## src/hdl/rbil_pkg.sv

```systemverilog
// rbil_pkg: shared types and constants for the ring buffer indexed list.
// Action codes, sequencer states, field widths and parameter defaults.
// No dependencies.
package rbil_pkg;

   localparam int RBIL_CAPACITY   = 16;
   localparam int RBIL_DATA_WIDTH = 32;

   localparam int ACTION_W = 3;
   localparam int POS_W    = 5;
   localparam int WORD_W   = 32;
   localparam int FILL_W   = 5;

   typedef enum logic [ACTION_W-1:0] {
      ACT_PUSH_FRONT   = 3'd0,
      ACT_PUSH_BACK    = 3'd1,
      ACT_INSERT_AT    = 3'd2,
      ACT_DELETE_AT    = 3'd3,
      ACT_READ_AT      = 3'd4,
      ACT_DELETE_FIRST = 3'd5,
      ACT_DELETE_LAST  = 3'd6,
      ACT_CLEAR        = 3'd7
   } action_type;

   typedef enum logic [4:0] {
      S_IDLE  = 5'b00001,
      S_START = 5'b00010,
      S_SHIFT = 5'b00100,
      S_LAST  = 5'b01000,
      S_RESP  = 5'b10000
   } state_type;

endpackage

```

## src/hdl/rbil_ram.sv

```systemverilog
// rbil_ram: generic single write port, single read port RAM.
// Read data is registered. No dependencies.
module rbil_ram #(
   parameter int WIDTH = 32,
   parameter int DEPTH = 16
) (
   input  logic                     clock,
   input  logic                     wr_en,
   input  logic [$clog2(DEPTH)-1:0] wr_addr,
   input  logic [WIDTH-1:0]         wr_data,
   input  logic [$clog2(DEPTH)-1:0] rd_addr,
   output logic [WIDTH-1:0]         rd_data
);

   logic [WIDTH-1:0] mem_ff [DEPTH];
   logic [WIDTH-1:0] rd_data_ff;

   always_ff @(posedge clock) begin
      if (wr_en) begin
         mem_ff[wr_addr] <= wr_data;
      end
      rd_data_ff <= mem_ff[rd_addr];
   end

   assign rd_data = rd_data_ff;

endmodule

```

## src/hdl/rbil_slot.sv

```systemverilog
// rbil_slot: shared modular address unit, (base + offset) mod CAPACITY.
// Both inputs are below CAPACITY, so one compare and subtract wraps the sum.
// No dependencies.
module rbil_slot #(
   parameter int CAPACITY = 16
) (
   input  logic [$clog2(CAPACITY)-1:0] base,
   input  logic [$clog2(CAPACITY)-1:0] offset,
   output logic [$clog2(CAPACITY)-1:0] slot
);

   localparam int AW = $clog2(CAPACITY);
   localparam logic [AW:0] LIMIT = (AW+1)'(CAPACITY);

   logic [AW:0] sum;
   logic [AW:0] wrapped;

   always_comb begin
      sum     = {1'b0, base} + {1'b0, offset};
      wrapped = (sum >= LIMIT) ? (sum - LIMIT) : sum;
      slot    = wrapped[AW-1:0];
   end

endmodule

```

## src/hdl/ring_buffer_indexed_list_core.sv

```systemverilog
// ring_buffer_indexed_list_core: circular list with indexed insert, delete and read.
// Sequence: accept, S_START, S_SHIFT while entries move (none for push, read and
// delete last), S_LAST, S_RESP; failed requests and clear respond in the next cycle.
// Throughput: one item at a time; entry moves go one per cycle through the RAM port.
// Reset: count, head and sequencer clear; store contents are not cleared.
module ring_buffer_indexed_list_core import rbil_pkg::*; #(
   parameter int CAPACITY   = RBIL_CAPACITY,
   parameter int DATA_WIDTH = RBIL_DATA_WIDTH
) (
   input  logic                clock,
   input  logic                reset,
   input  logic                req_valid,
   output logic                req_stall,
   input  logic [ACTION_W-1:0] req_action,
   input  logic [POS_W-1:0]    req_position,
   input  logic [WORD_W-1:0]   req_word_in,
   output logic                rsp_valid,
   input  logic                rsp_stall,
   output logic                rsp_ok,
   output logic [WORD_W-1:0]   rsp_word_out,
   output logic [FILL_W-1:0]   rsp_fill_count
);

   localparam int AW   = $clog2(CAPACITY);
   localparam int CW   = $clog2(CAPACITY + 1);
   localparam int MW   = (CW > POS_W) ? CW : POS_W;
   localparam int IN_W = (DATA_WIDTH < WORD_W) ? DATA_WIDTH : WORD_W;
   localparam logic [AW-1:0] STEP_DN = AW'(CAPACITY - 1);
   localparam logic [AW-1:0] STEP_UP = AW'(1);
   localparam logic [CW-1:0] FULL    = CW'(CAPACITY);

   state_type             state_ff, state_in;
   logic [CW-1:0]         count_ff, count_in;
   logic [AW-1:0]         head_ff, head_in;

   logic                  ok_ff, ins_ff, grab_ff, pf_ff, pair_ff;
   logic [AW-1:0]         l0_ff, addr0_ff, addr1_ff;
   logic [CW-1:0]         left_ff;
   logic [DATA_WIDTH-1:0] word_ff, got_ff;

   logic                  acc_ok, acc_ins, acc_grab, acc_pf, acc_clear, acc_dec;
   logic [AW-1:0]         acc_l0;
   logic [CW-1:0]         acc_left;
   logic [MW-1:0]         pos_m, cnt_m;
   logic                  not_full, not_empty;

   logic [AW-1:0]         unit_base, unit_off, unit_slot;
   logic [AW-1:0]         rd_addr, wr_addr;
   logic                  wr_en;
   logic [DATA_WIDTH-1:0] wr_data, rd_data;

   // request decode
   always_comb begin
      pos_m     = MW'(req_position);
      cnt_m     = MW'(count_ff);
      not_full  = (count_ff != FULL);
      not_empty = (count_ff != '0);
      acc_ok    = 1'b0;
      acc_ins   = 1'b0;
      acc_grab  = 1'b0;
      acc_pf    = 1'b0;
      acc_clear = 1'b0;
      acc_dec   = 1'b0;
      acc_l0    = '0;
      acc_left  = '0;
      case (action_type'(req_action))
         ACT_PUSH_FRONT: begin
            if (not_full) begin
               acc_ok  = 1'b1;
               acc_ins = 1'b1;
               acc_pf  = 1'b1;
            end
         end
         ACT_PUSH_BACK: begin
            if (not_full) begin
               acc_ok  = 1'b1;
               acc_ins = 1'b1;
               acc_l0  = AW'(count_ff);
            end
         end
         ACT_INSERT_AT: begin
            if (pos_m <= cnt_m && not_full) begin
               acc_ok   = 1'b1;
               acc_ins  = 1'b1;
               acc_l0   = AW'(count_ff);
               acc_left = count_ff - CW'(req_position);
            end
         end
         ACT_DELETE_AT: begin
            if (pos_m < cnt_m) begin
               acc_ok   = 1'b1;
               acc_grab = 1'b1;
               acc_dec  = 1'b1;
               acc_l0   = AW'(req_position);
               acc_left = count_ff - CW'(req_position) - CW'(1);
            end
         end
         ACT_READ_AT: begin
            if (pos_m < cnt_m) begin
               acc_ok   = 1'b1;
               acc_grab = 1'b1;
               acc_l0   = AW'(req_position);
            end
         end
         ACT_DELETE_FIRST: begin
            if (not_empty) begin
               acc_ok   = 1'b1;
               acc_grab = 1'b1;
               acc_dec  = 1'b1;
               acc_left = count_ff - CW'(1);
            end
         end
         ACT_DELETE_LAST: begin
            if (not_empty) begin
               acc_ok   = 1'b1;
               acc_grab = 1'b1;
               acc_dec  = 1'b1;
               acc_l0   = AW'(count_ff - CW'(1));
            end
         end
         ACT_CLEAR: begin
            acc_ok    = 1'b1;
            acc_clear = 1'b1;
         end
         default: begin
            acc_ok = 1'b0;
         end
      endcase
   end

   // shared address unit: start slot, then one step per cycle
   always_comb begin
      if (state_ff == S_START) begin
         unit_base = head_ff;
         unit_off  = pf_ff ? STEP_DN : l0_ff;
      end else begin
         unit_base = addr1_ff;
         unit_off  = ins_ff ? STEP_DN : STEP_UP;
      end
   end

   rbil_slot #(.CAPACITY(CAPACITY)) u_slot (
      .base   (unit_base),
      .offset (unit_off),
      .slot   (unit_slot)
   );

   always_comb begin
      rd_addr = addr1_ff;
      if (state_ff == S_START || (state_ff == S_SHIFT && left_ff != '0)) begin
         rd_addr = unit_slot;
      end
      wr_en   = 1'b0;
      wr_addr = addr0_ff;
      wr_data = rd_data;
      if (state_ff == S_SHIFT && pair_ff) begin
         wr_en = 1'b1;
      end else if (state_ff == S_LAST && ins_ff) begin
         wr_en   = 1'b1;
         wr_addr = addr1_ff;
         wr_data = word_ff;
      end
   end

   rbil_ram #(.WIDTH(DATA_WIDTH), .DEPTH(CAPACITY)) u_store (
      .clock   (clock),
      .wr_en   (wr_en),
      .wr_addr (wr_addr),
      .wr_data (wr_data),
      .rd_addr (rd_addr),
      .rd_data (rd_data)
   );

   // sequencer
   always_comb begin
      state_in = state_ff;
      count_in = count_ff;
      head_in  = head_ff;
      case (state_ff)
         S_IDLE: begin
            if (req_valid) begin
               state_in = (acc_ok && !acc_clear) ? S_START : S_RESP;
               if (acc_clear) begin
                  count_in = '0;
                  head_in  = '0;
               end else if (acc_ok && acc_ins) begin
                  count_in = count_ff + CW'(1);
               end else if (acc_dec) begin
                  count_in = count_ff - CW'(1);
               end
            end
         end
         S_START: begin
            state_in = S_SHIFT;
            if (pf_ff) begin
               head_in = unit_slot;
            end
         end
         S_SHIFT: begin
            if (left_ff == '0) begin
               state_in = S_LAST;
            end
         end
         S_LAST: begin
            state_in = S_RESP;
         end
         S_RESP: begin
            if (!rsp_stall) begin
               state_in = S_IDLE;
            end
         end
         default: begin
            state_in = S_IDLE;
         end
      endcase
   end

   always_ff @(posedge clock) begin
      if (reset) begin
         state_ff <= S_IDLE;
         count_ff <= '0;
         head_ff  <= '0;
      end else begin
         state_ff <= state_in;
         count_ff <= count_in;
         head_ff  <= head_in;
      end
   end

   always_ff @(posedge clock) begin
      case (state_ff)
         S_IDLE: begin
            if (req_valid) begin
               ok_ff   <= acc_ok;
               ins_ff  <= acc_ins;
               grab_ff <= acc_grab;
               pf_ff   <= acc_pf;
               l0_ff   <= acc_l0;
               left_ff <= acc_left;
               word_ff <= DATA_WIDTH'(req_word_in[IN_W-1:0]);
               got_ff  <= '0;
            end
         end
         S_START: begin
            addr1_ff <= unit_slot;
            pair_ff  <= 1'b0;
         end
         S_SHIFT: begin
            if (!pair_ff && grab_ff) begin
               got_ff <= rd_data;
            end
            if (left_ff != '0) begin
               addr0_ff <= addr1_ff;
               addr1_ff <= unit_slot;
               left_ff  <= left_ff - CW'(1);
               pair_ff  <= 1'b1;
            end
         end
         default: begin
            pair_ff <= pair_ff;
         end
      endcase
   end

   assign req_stall      = (state_ff != S_IDLE);
   assign rsp_valid      = (state_ff == S_RESP);
   assign rsp_ok         = ok_ff;
   assign rsp_word_out   = WORD_W'(got_ff[IN_W-1:0]);
   assign rsp_fill_count = FILL_W'(count_ff);

endmodule

```

## config.mk

```make
export PLATFORM = sky130hd
export DESIGN_NAME = ring_buffer_indexed_list_core
export DESIGN_NICKNAME = d
export VERILOG_FILES = /design/src/hdl/rbil_pkg.sv /design/src/hdl/rbil_ram.sv /design/src/hdl/rbil_slot.sv /design/src/hdl/ring_buffer_indexed_list_core.sv
export SDC_FILE = /design/constraint.sdc
export NUM_CORES = 1
export LEC_CHECK = 0
export BUFFER_PORTS_ARGS = -buffer_cell sky130_fd_sc_hd__clkbuf_2
export CAP_MARGIN = 5
export CORE_ASPECT_RATIO = 1.25
export CORE_MARGIN = 3
export CORE_UTILIZATION = 40
export CTS_CLUSTER_SIZE = 30
export DETAILED_ROUTE_END_ITERATION = 12
export GPL_ROUTABILITY_DRIVEN = 0
export HOLD_SLACK_MARGIN = 0.1
export PLACE_DENSITY = 0.58
export SETUP_SLACK_MARGIN = 0.3
export SLEW_MARGIN = 25
export SYNTH_ARGS = -nofsm -noshare
export SYNTH_HDL_FRONTEND = slang
export SYNTH_SLANG_ARGS = --single-unit
```

## constraint.sdc

```tcl
create_clock -name clock -period 4 [get_ports clock]
set_input_delay 0 -clock clock [delete_from_list [all_inputs] [get_ports clock]]
set_output_delay 0 -clock clock [all_outputs]
set_load 0.02 [all_outputs]
```

==> results.sh <==
export IMPL_cts_buffer_depth=3
export IMPL_drv_slew=0
export IMPL_synth_top_area_share=0.683
export IMPL_final_common_cell="edfxtp_1"
export IMPL_area_growth_pct=21.1
export IMPL_nets=1874
export IMPL_synth_compound_area_frac=0.0849
export IMPL_hp_start="req_word_in[18]"
export IMPL_total_power_mw=15.5
export IMPL_vias=14800
export IMPL_r2r_cells=14
export IMPL_synth_edff_count=598
export IMPL_grt_pass1_vias=15300
export IMPL_worstReg2RegEnd="u_store.rd_data[18]$_DFF_P_"
export IMPL_syn_area_per_cell_um2=16.9
export IMPL_async_reset_ff_frac=0
export IMPL_worst_slew_pin_transition_ps=998
export IMPL_ioPinCount=84
export IMPL_crit_reg2reg_launch="state_ff[3]$_SDFFE_PP0P_"
export IMPL_setup_violations=0
export IMPL_ys_seq_area_frac=0.718
export IMPL_cp_end_kind="flop"
export IMPL_cts_htree_levels=3
export IMPL_whs_ps=134
export IMPL_rows=104
export IMPL_skew_ps=22.2
export IMPL_period_minus_slack_ps=3680
export IMPL_peakVddDrop_v=0.000261
export IMPL_cts_tree="yes"
export IMPL_drt_total_wl_mm=65.2
export IMPL_synthMuxAreaShare=0.103
export IMPL_dp_cells=2499
export IMPL_synth_top_cell_by_area="edfxtp_1"
export IMPL_design_area_um2=31800
export IMPL_crit_path_start_kind="flop"
export IMPL_ys_flop_type="edfxtp_1"
export IMPL_synth_top_family_by_area="multiplexers"
export IMPL_ys_warnings_count=0
export IMPL_cts_sinks=644
export IMPL_min_path_type="in -> reg"
export IMPL_port_buffers=83
export IMPL_grtUsageTotal=0.187
export IMPL_via_per_inst=5.45
export IMPL_min_path_cells=2
export IMPL_arrival_ps=4220
export IMPL_start_util=0.406
export IMPL_worstSetupPathType="reg -> reg"
export IMPL_yosys_area_share_adder=0.00771
export IMPL_grt_max_degree=57
export IMPL_die_y_um=293
export IMPL_pre_cts_ws_ps=-7.58
export IMPL_placed_area_um2=28400
export IMPL_syn_num_nets=1619
export IMPL_slew_headroom=0.332
export IMPL_cts_buffers=67
export IMPL_synth_cell_type_count=65
export IMPL_regArea_um2=18900
export IMPL_antenna_found_initial=1
export IMPL_cellLeakagePower_nw=11.4
export IMPL_grt_pass1_wl_mm=96.5
export IMPL_synthCells=1560
export IMPL_layout_setup_ws_ps=316
export IMPL_r2r_slack_ps=320
export IMPL_path_max_fanout=6
export IMPL_root_buffer="clkbuf_16"
export IMPL_tns_ps=0
export IMPL_max_cap_violations=0
export IMPL_layout_common_cells="edfxtp_1, mux2i_1, nand2_1"
export IMPL_drive_gt1_frac=0.262
export IMPL_die_area_um2=68900
export IMPL_rsz0062_at_grt="true"
export IMPL_fin_cells=2717
export IMPL_wl_per_cell_um=24.0
export IMPL_period_share=0.921
export IMPL_clk_latency_ps=610
export IMPL_fp_dieW_um=235
export IMPL_multi_input_area_um2=7020
export IMPL_clk_pin_slew_worst_paths_ps=60
export IMPL_hpwl_mm=38.2
export IMPL_synth_xor_area_frac=0.00466
export IMPL_syn_cell_area_um2=26300
export IMPL_max_clock_freq_ghz=0.271
export IMPL_hold_viol=0
export IMPL_core_area_um2=64800
export IMPL_required_ps=4530
export IMPL_yosys_top_cells_area="edfxtp_1, mux2i_1, a221oi_2"
export IMPL_yosys_area_share_simple=0.0569
export IMPL_detail_route_first_pass_iterations=5
export IMPL_antennaDiodeCount=0
export IMPL_run_status="finished, final reports clean"
export IMPL_fin_util=0.491
export IMPL_drc=0
export IMPL_n_fill_cell=5480
export IMPL_ant_nets=0
export IMPL_min_to="word_ff[18]$_DFFE_PP_"
export IMPL_grt_overflow_total=0
export IMPL_ys_seq_elements=644
export IMPL_drt_iter0_drc=1021
export IMPL_powerDensity_nw_per_um2=486
==> cells in the mapped netlist, types with 13 or more instances <==
library cell	instances
ha_1	13
and3_1	37
clkbuf_1	27
buf_2	22
nand2_1	151
a21oi_1	21
edfxtp_1	598
a32o_1	64
nor2_1	40
buf_6	19
mux2_2	66
a221oi_2	62
mux2i_1	195
dfxtp_1	46
o21ai_0	23
inv_1	15
==> report_power, final <==
group / internal, mW / total (mW) / switching [mW]
Clock: 3.58 / 6.18 / 2.60
Sequential: 7.66 / 7.77 / 0.111
Combinational: 0.571 / 1.53 / 0.956
Total: 11.8 / 15.5 / 3.67
==> critical path, cell delays in order (launching register included) <==
cell	delay [ps]
dfxtp_2	320
or3_4	380
or3_4	350
or2_4	250
ha_4	160
fa_1	550
nand4_1	190
o211ai_4	210
buf_6	150
nor3_4	40
buf_12	170
buf_16	150
a32o_2	290
a221oi_4	200
mux2_4	190
==> sequential cells by signal, summed over array words and instances, names as in the netlist, 4 cells and up <==
signal / cells
u_store.rd_data: 32
word_ff: 32
state_ff: 5
left_ff: 5
rsp_word_out: 32
addr1_ff: 4
l0_ff: 4
rsp_fill_count: 5
head_ff: 4
addr0_ff: 4
u_store.mem_ff: 512
==> per-layer routing <==
metal,up-vias,GRT usage,share of wire
met1,7534,0.233,0.41
met2,438,0.331,0.51
met4,0,0.0606,0.027
met3,115,0.0315,0.052
met5,-,0,0
li1,6709,-,-
==> logic make-up after synthesis <==
group | Yosys count
DFF | 644
and+or+nand+nor | 302
adders and majority gates | 15
muxes | 261
buffers and inverters | 104
AOI/OAI and AO/OA | 220
xor gates and xnor gates | 14
==> what timing repair did <==
item	4_1_cts	5_1_grt
hold endpoints to repair	52	0
hold buffers	71	0
pin swaps	7	5
cloned	3	3
gates resized for setup	20	26
setup buffers	13	5
endpoints found under the setup margin	32	46
==> layout make-up <==
class | count | share of cell area
Tap cell | 848 | 0.0333
Inverter | 17 | 0.00216
Timing Repair Buffer | 273 | 0.0822
Clock buffer | 87 | 0.0569
Multi-Input combinational cell | 812 | 0.220
Sequential cell | 644 | 0.593
Clock inverter | 36 | 0.0121
==> worst max-delay path by stage <==
stage / startpoint / end / slack [ps] / depth (start not counted)
after global placement: state_ff[4]$_SDFFE_PP0P_ / u_store.rd_data[13]$_DFF_P_ / 30 / 12
after detailed placement: state_ff[4]$_SDFFE_PP0P_ / u_store.rd_data[10]$_DFF_P_ / -8 / 12
after global routing: state_ff[3]$_SDFFE_PP0P_ / u_store.rd_data[18]$_DFF_P_ / 220 / 14
final: state_ff[3]$_SDFFE_PP0P_ / u_store.rd_data[18]$_DFF_P_ / 320 / 14
after CTS: state_ff[3]$_SDFFE_PP0P_ / u_store.rd_data[18]$_DFF_P_ / 270 / 14
after floorplan: state_ff[4]$_SDFFE_PP0P_ / u_store.rd_data[10]$_DFF_P_ / 320 / 13
No activity file was read; power rests on OpenSTA's default activity.
